[config.mk]
export PLATFORM = sky130hd
export DESIGN_NAME = frame_interval_monitor_unit_flat
export DESIGN_NICKNAME = d
export VERILOG_FILES = /design/src/sv/fim_pkg.sv /design/src/sv/fim_if.sv /design/src/sv/frame_interval_monitor_unit.sv /design/src/sv/fim_divider.sv /design/src/sv/fim_core.sv /design/src/flat_wrapper.sv
export SDC_FILE = /design/constraint.sdc
export NUM_CORES = 2
export LEC_CHECK = 0
export ABC_AREA = 1
export BUFFER_PORTS_ARGS = -buffer_cell sky130_fd_sc_hd__buf_2
export CAP_MARGIN = 25
export CORE_UTILIZATION = 50
export CTS_CLUSTER_DIAMETER = 100
export CTS_CLUSTER_SIZE = 24
export DETAILED_ROUTE_END_ITERATION = 12
export PLACE_DENSITY = 0.78
export SYNTH_ARGS = -nofsm -noshare
export SYNTH_HDL_FRONTEND = slang
export SYNTH_HIERARCHICAL = 1
export SYNTH_SLANG_ARGS = --single-unit
[constraint.sdc]
create_clock -name clk -period 25.5 [get_ports clk]
set_clock_uncertainty 0.15 [all_clocks]
set_input_delay 0 -clock clk [delete_from_list [all_inputs] [get_ports clk]]
set_output_delay 0 -clock clk [all_outputs]
set_load 0.01 [all_outputs]
[src/sv/fim_pkg.sv]
// Frame interval monitor: shared types, widths and constants.
// No dependencies; every other file of the block imports this package.
`timescale 1ns / 1ps

package fim_pkg;

	// Fixed-point time base: seconds with FRAC_BITS fractional bits
	localparam int FRAC_BITS = 20;
	localparam int BUSY_FRAC = 16;
	localparam int RATE_FRAC = 8;

	// Field widths
	localparam int HZ_W      = 10;
	localparam int INT_W     = 21;
	localparam int RATE_W    = 28;
	localparam int IDLE_W    = 32;
	localparam int BUSY_W    = 17;
	localparam int PROD_W    = IDLE_W + INT_W;
	localparam int CFG_IDX_W = 4;

	// Serial divider sizes
	localparam int DVD_W  = 54;
	localparam int DVS_W  = 22;
	localparam int QUO_W  = 32;
	localparam int QCNT_W = 6;

	// Quotient lengths per division kind
	localparam logic [QCNT_W-1:0] Q_PERIOD = QCNT_W'(FRAC_BITS + 1);
	localparam logic [QCNT_W-1:0] Q_RATE   = QCNT_W'(FRAC_BITS + RATE_FRAC + 1);
	localparam logic [QCNT_W-1:0] Q_BUSY   = QCNT_W'(BUSY_FRAC + 1);
	localparam logic [QCNT_W-1:0] Q_AVG    = QCNT_W'(QUO_W);

	// Dividend constants
	localparam logic [DVD_W-1:0] ONE_S    = DVD_W'(1) << FRAC_BITS;
	localparam logic [DVD_W-1:0] RATE_NUM = DVD_W'(1) << (FRAC_BITS + RATE_FRAC);

	// Saturation and one values
	localparam logic [RATE_W-1:0] RATE_MAX = '1;
	localparam logic [IDLE_W-1:0] IDLE_MAX = '1;
	localparam logic [BUSY_W-1:0] BUSY_ONE = BUSY_W'(1) << BUSY_FRAC;

	// Configuration register indexes and reset values
	localparam logic [CFG_IDX_W-1:0] CFG_MIN_RATE = CFG_IDX_W'(0);
	localparam logic [CFG_IDX_W-1:0] CFG_MAX_RATE = CFG_IDX_W'(1);
	localparam logic [HZ_W-1:0]      MIN_RATE_RST = HZ_W'(15);
	localparam logic [HZ_W-1:0]      MAX_RATE_RST = HZ_W'(60);

	// Event commands
	localparam logic CMD_START       = 1'b0;
	localparam logic CMD_RENDER_DONE = 1'b1;

	typedef enum logic [2:0] {
		ST_IDLE,
		ST_DIV_GO,
		ST_DIV_WAIT,
		ST_MUL,
		ST_NUM,
		ST_DONE
	} state_t;

	typedef enum logic [2:0] {
		OP_PMAX,
		OP_PMIN,
		OP_RATE,
		OP_BUSY,
		OP_AVG_INT,
		OP_AVG_RATE,
		OP_AVG_IDLE,
		OP_AVG_BUSY
	} op_t;

	typedef struct packed {
		logic              start;
		logic [QCNT_W-1:0] qbits;
	} div_ctl_t;

	typedef struct packed {
		logic busy;
		logic done;
	} div_sts_t;

	typedef struct packed {
		logic [INT_W-1:0]  interval;
		logic [RATE_W-1:0] rate;
		logic [IDLE_W-1:0] idle_time;
		logic [BUSY_W-1:0] busy_ratio;
		logic [INT_W-1:0]  smooth_interval;
		logic [RATE_W-1:0] smooth_rate;
		logic [IDLE_W-1:0] smooth_idle;
		logic [BUSY_W-1:0] smooth_busy;
		logic              clamped_low;
		logic              early_start;
	} res_t;

endpackage

[src/sv/fim_if.sv]
// Frame interval monitor: channel interfaces for events, results and configuration.
// Depends on fim_pkg for the result type and field widths.
`timescale 1ns / 1ps

interface fim_evt_if #(parameter int TIME_WIDTH = 40);
	logic                  valid;
	logic                  ready;
	logic                  command;
	logic [TIME_WIDTH-1:0] timestamp;

	modport source(output valid, command, timestamp, input ready);
	modport sink(input valid, command, timestamp, output ready);
endinterface

interface fim_res_if;
	import fim_pkg::*;
	logic valid;
	logic ready;
	res_t data;

	modport source(output valid, data, input ready);
	modport sink(input valid, data, output ready);
endinterface

interface fim_cfg_if;
	import fim_pkg::*;
	logic                 valid;
	logic                 ready;
	logic [CFG_IDX_W-1:0] index;
	logic [HZ_W-1:0]      wdata;

	modport source(output valid, index, wdata, input ready);
	modport sink(input valid, index, wdata, output ready);
endinterface

[src/sv/frame_interval_monitor_unit.sv]
// Frame interval monitor top level: configuration registers and result output register.
// Depends on fim_pkg, fim_if and fim_core.
`timescale 1ns / 1ps

// Frame interval monitor. A render-done event only records its time. A
// frame-start event yields one result (interval, rate, idle time, busy
// ratio, four damped values, clamp and early flags) and keeps the event
// channel not ready until that result goes to the output register: up to
// eight divisions run one after another on a single bit-serial divider at
// one quotient bit per cycle (two period divisions of 21 quotient bits, rate
// 29, busy 17, and the four damped values 32 each), each started from
// ST_DIV_GO and its quotient stored from ST_DIV_WAIT, plus a multiply
// (ST_MUL) and an add (ST_NUM) per damped value and a final hand-off state
// (ST_DONE). A zero interval skips the rate and busy divisions; an idle time
// above a nonzero interval skips only the busy division. The hand-off waits
// while the output register still holds an untaken result; otherwise a finished
// result sits there while the next event is taken. Configuration writes are
// taken in any cycle; write the limits only while no frame start is in progress.
module frame_interval_monitor_unit #(
	parameter int TIME_WIDTH = 40
) (
	input  logic     clk,
	input  logic     arst_n,
	fim_evt_if.sink  evt,
	fim_res_if.source res,
	fim_cfg_if.sink  cfg
);
	import fim_pkg::*;

	logic [HZ_W-1:0] min_rate_q;
	logic [HZ_W-1:0] max_rate_q;
	logic            out_valid_q;
	res_t            out_data_q;
	logic            out_free;
	logic            emit;
	res_t            result;

	assign cfg.ready = 1'b1;
	assign out_free  = !out_valid_q || res.ready;

	// Rate limit registers
	always_ff @(posedge clk or negedge arst_n) begin
		if (!arst_n) begin
			min_rate_q <= MIN_RATE_RST;
			max_rate_q <= MAX_RATE_RST;
		end else if (cfg.valid && cfg.ready) begin
			case (cfg.index)
				CFG_MIN_RATE: min_rate_q <= cfg.wdata;
				CFG_MAX_RATE: max_rate_q <= cfg.wdata;
				default: ;
			endcase
		end
	end

	// Hold the result until the sink takes the transaction
	always_ff @(posedge clk or negedge arst_n) begin
		if (!arst_n) begin
			out_valid_q <= 1'b0;
		end else if (emit) begin
			out_valid_q <= 1'b1;
		end else if (res.ready) begin
			out_valid_q <= 1'b0;
		end
	end

	always_ff @(posedge clk) begin
		if (emit) begin
			out_data_q <= result;
		end
	end

	assign res.valid = out_valid_q;
	assign res.data  = out_data_q;

	fim_core #(
		.TIME_WIDTH (TIME_WIDTH)
	) u_core (
		.clk         (clk),
		.arst_n      (arst_n),
		.evt         (evt),
		.min_rate_hz (min_rate_q),
		.max_rate_hz (max_rate_q),
		.out_free    (out_free),
		.emit        (emit),
		.result      (result)
	);

endmodule

[src/sv/fim_divider.sv]
// Frame interval monitor: shared restoring divider, one quotient bit per cycle.
// Depends on fim_pkg for operand widths and the control/status structs.
`timescale 1ns / 1ps

module fim_divider (
	input  logic                          clk,
	input  logic                          arst_n,
	input  fim_pkg::div_ctl_t             ctl,
	input  logic [fim_pkg::DVD_W-1:0]     dividend,
	input  logic [fim_pkg::DVS_W-1:0]     divisor,
	output fim_pkg::div_sts_t             sts,
	output logic [fim_pkg::QUO_W-1:0]     quotient
);
	import fim_pkg::*;

	logic              busy_q;
	logic              done_q;
	logic [QCNT_W-1:0] cnt_q;
	logic [DVS_W-1:0]  rem_q;
	logic [DVS_W-1:0]  dvs_q;
	logic [DVD_W-1:0]  dvd_q;
	logic [QUO_W-1:0]  quo_q;

	logic [DVS_W:0]    trial;
	logic [DVS_W:0]    diff;
	logic              fits;
	logic [DVS_W-1:0]  rem_next;
	logic [QCNT_W-1:0] lsh;
	logic [DVD_W-1:0]  rem_init;

	// Trial subtract of the divisor from the partial remainder
	assign trial    = {rem_q, dvd_q[DVD_W-1]};
	assign diff     = trial - {1'b0, dvs_q};
	assign fits     = trial >= {1'b0, dvs_q};
	assign rem_next = fits ? diff[DVS_W-1:0] : trial[DVS_W-1:0];

	// Skip the high dividend bits that the quotient length rules out
	assign lsh      = QCNT_W'(DVD_W) - ctl.qbits;
	assign rem_init = dividend >> ctl.qbits;

	// Sequence control
	always_ff @(posedge clk or negedge arst_n) begin
		if (!arst_n) begin
			busy_q <= 1'b0;
			done_q <= 1'b0;
			cnt_q  <= '0;
		end else begin
			done_q <= 1'b0;
			if (ctl.start) begin
				busy_q <= 1'b1;
				cnt_q  <= ctl.qbits;
			end else if (busy_q) begin
				cnt_q <= cnt_q - QCNT_W'(1);
				if (cnt_q == QCNT_W'(1)) begin
					busy_q <= 1'b0;
					done_q <= 1'b1;
				end
			end
		end
	end

	// Operand and remainder registers
	always_ff @(posedge clk) begin
		if (ctl.start) begin
			rem_q <= rem_init[DVS_W-1:0];
			dvd_q <= dividend << lsh;
			dvs_q <= divisor;
			quo_q <= '0;
		end else if (busy_q) begin
			rem_q <= rem_next;
			dvd_q <= dvd_q << 1;
			quo_q <= {quo_q[QUO_W-2:0], fits};
		end
	end

	assign sts.busy = busy_q;
	assign sts.done = done_q;
	assign quotient = quo_q;

	a_start_idle: assert property (@(posedge clk) disable iff (!arst_n)
		ctl.start |-> !busy_q)
		else $error("divider started while busy");

	a_qbits_range: assert property (@(posedge clk) disable iff (!arst_n)
		ctl.start |-> (ctl.qbits != '0) && (ctl.qbits <= QCNT_W'(QUO_W)))
		else $error("divider quotient length out of range");

	a_done_follows: assert property (@(posedge clk) disable iff (!arst_n)
		busy_q && (cnt_q == QCNT_W'(1)) && !ctl.start |=> done_q && !busy_q)
		else $error("divider did not finish after last step");

endmodule

[src/sv/fim_core.sv]
// Frame interval monitor: sequencer and datapath registers around the shared divider.
// Depends on fim_pkg, fim_if (event channel) and fim_divider.
`timescale 1ns / 1ps

module fim_core #(
	parameter int TIME_WIDTH = 40
) (
	input  logic                       clk,
	input  logic                       arst_n,
	fim_evt_if.sink                    evt,
	input  logic [fim_pkg::HZ_W-1:0]   min_rate_hz,
	input  logic [fim_pkg::HZ_W-1:0]   max_rate_hz,
	input  logic                       out_free,
	output logic                       emit,
	output fim_pkg::res_t              result
);
	import fim_pkg::*;

	state_t state_q, state_d;
	op_t    op_q;
	op_t    op_next;

	logic [TIME_WIDTH-1:0] last_q;
	logic [TIME_WIDTH-1:0] rdt_q;
	logic [TIME_WIDTH-1:0] raw_q;
	logic                  neg_q;
	logic [IDLE_W-1:0]     idle_q;
	logic [INT_W-1:0]      dt_q;
	logic                  clamped_q;
	logic                  early_q;
	logic [RATE_W-1:0]     rate_q;
	logic [BUSY_W-1:0]     busy_q;
	logic [INT_W-1:0]      avg_int_q;
	logic [RATE_W-1:0]     avg_rate_q;
	logic [IDLE_W-1:0]     avg_idle_q;
	logic [BUSY_W-1:0]     avg_busy_q;
	logic [PROD_W-1:0]     prod_q;
	logic [DVD_W-1:0]      num_q;

	logic                  accept;
	logic [TIME_WIDTH-1:0] raw_d;
	logic [TIME_WIDTH-1:0] idle_d;
	logic [IDLE_W-1:0]     idle_sat;
	logic                  skip_div;
	logic [IDLE_W-1:0]     x_sel;
	logic [IDLE_W-1:0]     d_sel;
	logic [PROD_W-1:0]     prod_d;
	logic [INT_W-1:0]      lim;
	logic [TIME_WIDTH-1:0] dt_raw;
	logic                  over_lim;

	div_ctl_t              div_ctl;
	div_sts_t              div_sts;
	logic                  div_start;
	logic [QCNT_W-1:0]     div_qbits;
	logic [DVD_W-1:0]      dvd;
	logic [DVS_W-1:0]      dvs;
	logic [QUO_W-1:0]      quo;

	assign accept  = evt.valid && evt.ready;
	assign op_next = op_t'(op_q + 3'd1);

	// Wrapped differences against the stored event times
	assign raw_d    = evt.timestamp - last_q;
	assign idle_d   = evt.timestamp - rdt_q;
	assign idle_sat = idle_d[TIME_WIDTH-1] ? '0 :
		(((idle_d >> IDLE_W) != '0) ? IDLE_MAX : idle_d[IDLE_W-1:0]);

	// Interval clamp from the lower-limit period
	assign lim      = quo[INT_W-1:0];
	assign dt_raw   = neg_q ? '0 : raw_q;
	assign over_lim = dt_raw > TIME_WIDTH'(lim);

	// Rate division is skipped for a zero interval; busy also when idle exceeds it
	assign skip_div = ((op_q == OP_RATE) && (dt_q == '0)) ||
		((op_q == OP_BUSY) && ((dt_q == '0) || (idle_q > IDLE_W'(dt_q))));

	// Damping operands: new sample and previous average
	always_comb begin
		case (op_q)
			OP_AVG_INT: begin
				x_sel = IDLE_W'(dt_q);
				d_sel = IDLE_W'(avg_int_q);
			end
			OP_AVG_RATE: begin
				x_sel = IDLE_W'(rate_q);
				d_sel = IDLE_W'(avg_rate_q);
			end
			OP_AVG_IDLE: begin
				x_sel = idle_q;
				d_sel = avg_idle_q;
			end
			OP_AVG_BUSY: begin
				x_sel = IDLE_W'(busy_q);
				d_sel = IDLE_W'(avg_busy_q);
			end
			default: begin
				x_sel = '0;
				d_sel = '0;
			end
		endcase
	end

	assign prod_d = x_sel * dt_q;

	// Divider operands per operation
	always_comb begin
		case (op_q)
			OP_PMAX: begin
				dvd = ONE_S;
				dvs = (max_rate_hz == '0) ? DVS_W'(1) : DVS_W'(max_rate_hz);
				div_qbits = Q_PERIOD;
			end
			OP_PMIN: begin
				dvd = ONE_S;
				dvs = (min_rate_hz == '0) ? DVS_W'(1) : DVS_W'(min_rate_hz);
				div_qbits = Q_PERIOD;
			end
			OP_RATE: begin
				dvd = RATE_NUM;
				dvs = DVS_W'(dt_q);
				div_qbits = Q_RATE;
			end
			OP_BUSY: begin
				dvd = DVD_W'(idle_q) << BUSY_FRAC;
				dvs = DVS_W'(dt_q);
				div_qbits = Q_BUSY;
			end
			default: begin
				dvd = num_q;
				dvs = (DVS_W'(1) << FRAC_BITS) + DVS_W'(dt_q);
				div_qbits = Q_AVG;
			end
		endcase
	end

	assign div_ctl = '{start: div_start, qbits: div_qbits};

	// State register
	always_ff @(posedge clk or negedge arst_n) begin
		if (!arst_n) begin
			state_q <= ST_IDLE;
		end else begin
			state_q <= state_d;
		end
	end

	// Next state and handshake outputs
	always_comb begin
		state_d   = state_q;
		evt.ready = 1'b0;
		div_start = 1'b0;
		emit      = 1'b0;
		case (state_q)
			ST_IDLE: begin
				evt.ready = 1'b1;
				if (evt.valid && (evt.command == CMD_START)) begin
					state_d = ST_DIV_GO;
				end
			end
			ST_DIV_GO: begin
				if (skip_div) begin
					state_d = (op_q == OP_BUSY) ? ST_MUL : ST_DIV_GO;
				end else begin
					div_start = 1'b1;
					state_d   = ST_DIV_WAIT;
				end
			end
			ST_DIV_WAIT: begin
				if (div_sts.done) begin
					case (op_q)
						OP_PMAX, OP_PMIN, OP_RATE: state_d = ST_DIV_GO;
						OP_AVG_BUSY:               state_d = ST_DONE;
						default:                   state_d = ST_MUL;
					endcase
				end
			end
			ST_MUL: begin
				state_d = ST_NUM;
			end
			ST_NUM: begin
				state_d = ST_DIV_GO;
			end
			ST_DONE: begin
				if (out_free) begin
					emit    = 1'b1;
					state_d = ST_IDLE;
				end
			end
			default: begin
				state_d = ST_IDLE;
			end
		endcase
	end

	// Event times, averages and operation pointer
	always_ff @(posedge clk or negedge arst_n) begin
		if (!arst_n) begin
			last_q     <= '0;
			rdt_q      <= '0;
			avg_int_q  <= '0;
			avg_rate_q <= '0;
			avg_idle_q <= '0;
			avg_busy_q <= '0;
			op_q       <= OP_PMAX;
		end else begin
			case (state_q)
				ST_IDLE: begin
					if (accept) begin
						if (evt.command == CMD_RENDER_DONE) begin
							rdt_q <= evt.timestamp;
						end else begin
							last_q <= evt.timestamp;
						end
						op_q <= OP_PMAX;
					end
				end
				ST_DIV_GO: begin
					if (skip_div) begin
						op_q <= op_next;
					end
				end
				ST_DIV_WAIT: begin
					if (div_sts.done) begin
						op_q <= op_next;
						case (op_q)
							OP_AVG_INT:  avg_int_q  <= quo[INT_W-1:0];
							OP_AVG_RATE: avg_rate_q <= quo[RATE_W-1:0];
							OP_AVG_IDLE: avg_idle_q <= quo[IDLE_W-1:0];
							OP_AVG_BUSY: avg_busy_q <= quo[BUSY_W-1:0];
							default: ;
						endcase
					end
				end
				default: ;
			endcase
		end
	end

	// Per-frame working values
	always_ff @(posedge clk) begin
		case (state_q)
			ST_IDLE: begin
				if (accept) begin
					raw_q  <= raw_d;
					neg_q  <= raw_d[TIME_WIDTH-1];
					idle_q <= idle_sat;
				end
			end
			ST_DIV_GO: begin
				if (skip_div) begin
					if (op_q == OP_RATE) begin
						rate_q <= '0;
					end else begin
						busy_q <= BUSY_ONE;
					end
				end
			end
			ST_DIV_WAIT: begin
				if (div_sts.done) begin
					case (op_q)
						OP_PMAX: begin
							early_q <= neg_q || (raw_q < TIME_WIDTH'(quo));
						end
						OP_PMIN: begin
							clamped_q <= over_lim;
							dt_q      <= over_lim ? lim : dt_raw[INT_W-1:0];
						end
						OP_RATE: begin
							rate_q <= quo[RATE_W] ? RATE_MAX : quo[RATE_W-1:0];
						end
						OP_BUSY: begin
							busy_q <= BUSY_ONE - quo[BUSY_W-1:0];
						end
						default: ;
					endcase
				end
			end
			ST_MUL: begin
				prod_q <= prod_d;
			end
			ST_NUM: begin
				num_q <= (DVD_W'(d_sel) << FRAC_BITS) + DVD_W'(prod_q);
			end
			default: ;
		endcase
	end

	fim_divider u_div (
		.clk      (clk),
		.arst_n   (arst_n),
		.ctl      (div_ctl),
		.dividend (dvd),
		.divisor  (dvs),
		.sts      (div_sts),
		.quotient (quo)
	);

	assign result.interval        = dt_q;
	assign result.rate            = rate_q;
	assign result.idle_time       = idle_q;
	assign result.busy_ratio      = busy_q;
	assign result.smooth_interval = avg_int_q;
	assign result.smooth_rate     = avg_rate_q;
	assign result.smooth_idle     = avg_idle_q;
	assign result.smooth_busy     = avg_busy_q;
	assign result.clamped_low     = clamped_q;
	assign result.early_start     = early_q;

	a_start_blocks: assert property (@(posedge clk) disable iff (!arst_n)
		accept && (evt.command == CMD_START) |=> !evt.ready)
		else $error("frame start did not stall the event channel");

	a_busy_range: assert property (@(posedge clk) disable iff (!arst_n)
		emit |-> result.busy_ratio <= BUSY_ONE)
		else $error("busy ratio above one");

	a_zero_interval: assert property (@(posedge clk) disable iff (!arst_n)
		emit && (result.interval == '0) |-> result.early_start && (result.rate == '0))
		else $error("zero interval without early flag or with nonzero rate");

	a_rate_nonzero: assert property (@(posedge clk) disable iff (!arst_n)
		emit && (result.interval != '0) |-> result.rate != '0)
		else $error("nonzero interval gave zero rate");

endmodule

[src/flat_wrapper.sv]
// flat-port wrapper written by rule: the top's interface ports become plain ports
module frame_interval_monitor_unit_flat import fim_pkg::*;
#(
	parameter int TIME_WIDTH = 40
)
  (clk, arst_n, evt_valid, evt_command, evt_timestamp, evt_ready, res_valid, res_data, res_ready, cfg_valid, cfg_index, cfg_wdata, cfg_ready);
  fim_evt_if #(.TIME_WIDTH(TIME_WIDTH)) evt_i ();
  fim_res_if res_i ();
  fim_cfg_if cfg_i ();
  input  logic clk;
  input  logic arst_n;
  input wire logic [$bits(evt_i.valid)-1:0] evt_valid;
  input wire logic [$bits(evt_i.command)-1:0] evt_command;
  input wire logic [$bits(evt_i.timestamp)-1:0] evt_timestamp;
  output wire logic [$bits(evt_i.ready)-1:0] evt_ready;
  output wire logic [$bits(res_i.valid)-1:0] res_valid;
  output wire logic [$bits(res_i.data)-1:0] res_data;
  input wire logic [$bits(res_i.ready)-1:0] res_ready;
  input wire logic [$bits(cfg_i.valid)-1:0] cfg_valid;
  input wire logic [$bits(cfg_i.index)-1:0] cfg_index;
  input wire logic [$bits(cfg_i.wdata)-1:0] cfg_wdata;
  output wire logic [$bits(cfg_i.ready)-1:0] cfg_ready;
  assign evt_i.valid = evt_valid;
  assign evt_i.command = evt_command;
  assign evt_i.timestamp = evt_timestamp;
  assign evt_ready = evt_i.ready;
  assign res_valid = res_i.valid;
  assign res_data = res_i.data;
  assign res_i.ready = res_ready;
  assign cfg_i.valid = cfg_valid;
  assign cfg_i.index = cfg_index;
  assign cfg_i.wdata = cfg_wdata;
  assign cfg_ready = cfg_i.ready;
  frame_interval_monitor_unit #(.TIME_WIDTH(TIME_WIDTH)) u_core (.clk(clk), .arst_n(arst_n), .evt(evt_i), .res(res_i), .cfg(cfg_i));
endmodule
==> results.cfg <==
[finish]
nets = 9620
fillers = 12648
final_cells = 10433
ff_latch_area_mm2 = 0.02229
final_core_util_pct = 54.49
layout-drive-gt1-share_pct = 6.997
multi_input_area_mm2 = 0.03908
area_delta_synth_final_pct = 8.244

[synth]
ys_warn_count = 6
syn-cell-area_mm2 = 0.06819
netlist_instances = 8412
syn_avg_cell_area_um2 = 8.107

[setup_path]
path_max_fanout = 13
path_common_cell = fa_1
crit_arrival_ns = 9.58
critPathSlowestCell = nor2_1
cp-end-kind = register
rr_endpoint = u_core/u_core/prod_q[45]
rrSetupSlack_ns = 16.19
path_delay_family = adder cells
cpPeakStageDelay_ns = 0.76
r2r-start = u_core/u_core/op_q[1]
start_kind = register
setup.worst_path.class = register to register
reg2reg_depth = 29
worstPathRequired_ns = 25.77
crit_buf_inv = 6

[cts]
clkTransAtPathRegs_ns = 0.10
postCtsSetupBuffers = 0
cts_tree = done
htreeDepth = 2
cts_resized = 0
hold_buffers = 100
cts_made_buffers = 44
insertion_delay_ns = 0.69
cts.path.max_buffers = 3
cts_sinks = 788
ctsRootBufferMaster = clkbuf_16

[global_routing]
grt_pass1_vias = 59478
grt_start_max_net_pins = 82
antenna_found_initial = 18
grt_overflow = 0
grt_use_total_pct = 35.71
grt_pass1_wl_um = 366700

[timing]
finalSetupViolCount = 0
hold_viol = 0
setup_slack_ns = 16.19
drv_slew = 0
rsz0062_at_grt = false
period_share_pct = 36.52
max_freq_ghz = 0.1074
tns_ns = 0
tightest_slew_ns = 1.123
period_needed_ns = 9.313
relSlewSlack_pct = 25.15

[placed_design]
routabilityCongestion = 1.004
port_buffers = 259
hpwl_um = 191000
post-place-ws_ns = 16.20
placed_cells = 10239

[drt]
dr_wl_met3_um = 28260
top_layer = met5
drtPass1Iterations = 9
dr.first_iter.drc_count = 7559
drc = 0
ant_nets = 0
wire_per_inst_um = 23.74
m1WireLength_um = 95040
viasPerCell = 5.820
wirelength_um = 247700
vias = 60721
wl_met2_um = 108600

[power_and_ir_drop]
p_per_area_mw_per_mm2 = 32.82
leakagePower_uw = 0.03518
p_total_uw = 2423
ir_drop_v = 0.00005820

[floorplan]
dieArea_mm2 = 0.1379
initial_core_util_pct = 50.34
io_pins = 261
fp-row-count = 135
die_x_um = 371.3
core_area_mm2 = 0.1355
die_height_um = 371.3

[worst_hold_path]
hold_end = u_core/min_rate_q[7]
holdPathStages = 4
holdCritPathClass = primary input to register
hold_path.startpoint = cfg_wdata[7]

[run_status]
status = complete, no violations

[run]
max_cap_viol_count = 0
## worst min-delay path, cell delays in order
cell	delay (ns)
dlygate4sd3_1	0.53
buf_2	0.14
nand4_1	0.08
nand2_1	0.06
## per-layer routing
layer | vias to the layer above | track usage (%)
met5 | - | 0
met4 | 14 | 19.10
met3 | 696 | 9.391
met2 | 3574 | 54.57
met1 | 29246 | 46.35
li1 | 27191 | -
## worst max-delay path by stage
stage	start	endpoint	slack, ns	depth (start not counted)
after floorplan	u_core/u_core/state_q[1]	u_core/res.data[0]	15.81	3
after CTS	u_core/u_core/dt_q[5]	u_core/u_core/prod_q[45]	16.15	28
after global routing	u_core/u_core/op_q[1]	u_core/u_core/prod_q[45]	15.82	29
after detailed placement	u_core/u_core/op_q[0]	u_core/u_core/prod_q[45]	16.20	30
final	u_core/u_core/op_q[1]	u_core/u_core/prod_q[45]	16.19	29
after global placement	u_core/u_core/dt_q[5]	u_core/u_core/prod_q[45]	16.43	28
## area by class of cell
type,instances,area share [%]
Inverter,1435,7.306
Timing Repair Buffer,482,4.578
Clock buffer,67,1.670
Clock inverter,15,0.2729
Tap cell,1781,3.019
Sequential cell,788,30.19
Antenna cell,5,0.01695
Multi-Input combinational cell,5860,52.95
## through the flow
stage / hold slack, ns / area, µm²
2_1_floorplan: -0.4456 / 68210
3_5_place_dp: -0.05376 / 71230
6_report: 0.03066 / 73820
3_3_place_gp: -0.05544 / 71140
5_1_grt: 0.03742 / 73800
4_1_cts: 0.002954 / 73680
## registers in the layout, indices dropped and copies added, names as in the netlist, 6 cells and up
signal                        flops
u_core/u_core/avg_int_q          21
u_core/u_core/raw_q              40
u_core/u_core/u_div/cnt_q         6
u_core/u_core/u_div/dvd_q        54
u_core/res.data                 198
u_core/u_core/avg_busy_q         17
u_core/u_core/rate_q             28
u_core/u_core/rdt_q              40
u_core/u_core/busy_q             17
u_core/u_core/prod_q             53
u_core/u_core/avg_idle_q         32
u_core/u_core/num_q              54
u_core/u_core/dt_q               21
u_core/u_core/last_q             40
u_core/u_core/idle_q             32
u_core/u_core/u_div/rem_q        22
u_core/u_core/avg_rate_q         28
u_core/min_rate_q                10
u_core/max_rate_q                10
u_core/u_core/u_div/dvs_q        22
u_core/u_core/u_div/quotient     32
## cell usage in the layout (no fill, tap or decap), types with 10 or more instances in the layout
cell,n
a21oi_2,30
dfxtp_1,32
o211ai_1,26
a21oi_1,316
edfxtp_1,543
xnor2_1,58
inv_1,1397
nor4_1,25
buf_2,258
nor2_2,19
a21o_1,22
clkbuf_16,45
buf_4,112
clkbuf_1,19
o21ai_0,383
nor2_4,12
nand3_2,10
dlygate4sd3_1,99
a22o_1,11
dfrtp_1,205
o21bai_1,20
nor2_1,754
nand2_1,2005
o221ai_1,17
inv_2,17
o22ai_1,37
o21ai_1,18
nand2_2,30
fa_1,571
xor2_1,95
clkinv_1,18
nand3_1,741
nand3b_1,19
ha_1,378
nand4_1,82
and2_1,12
o21a_1,19
a31oi_1,40
nor3_1,40
## where the power goes
part           internal, µW  switching (µW)
Clock                   358             471
Sequential             1370            6.40
Combinational          73.1             145
Total                  1800             623
Note: power is estimated with default switching activity, not from simulation.
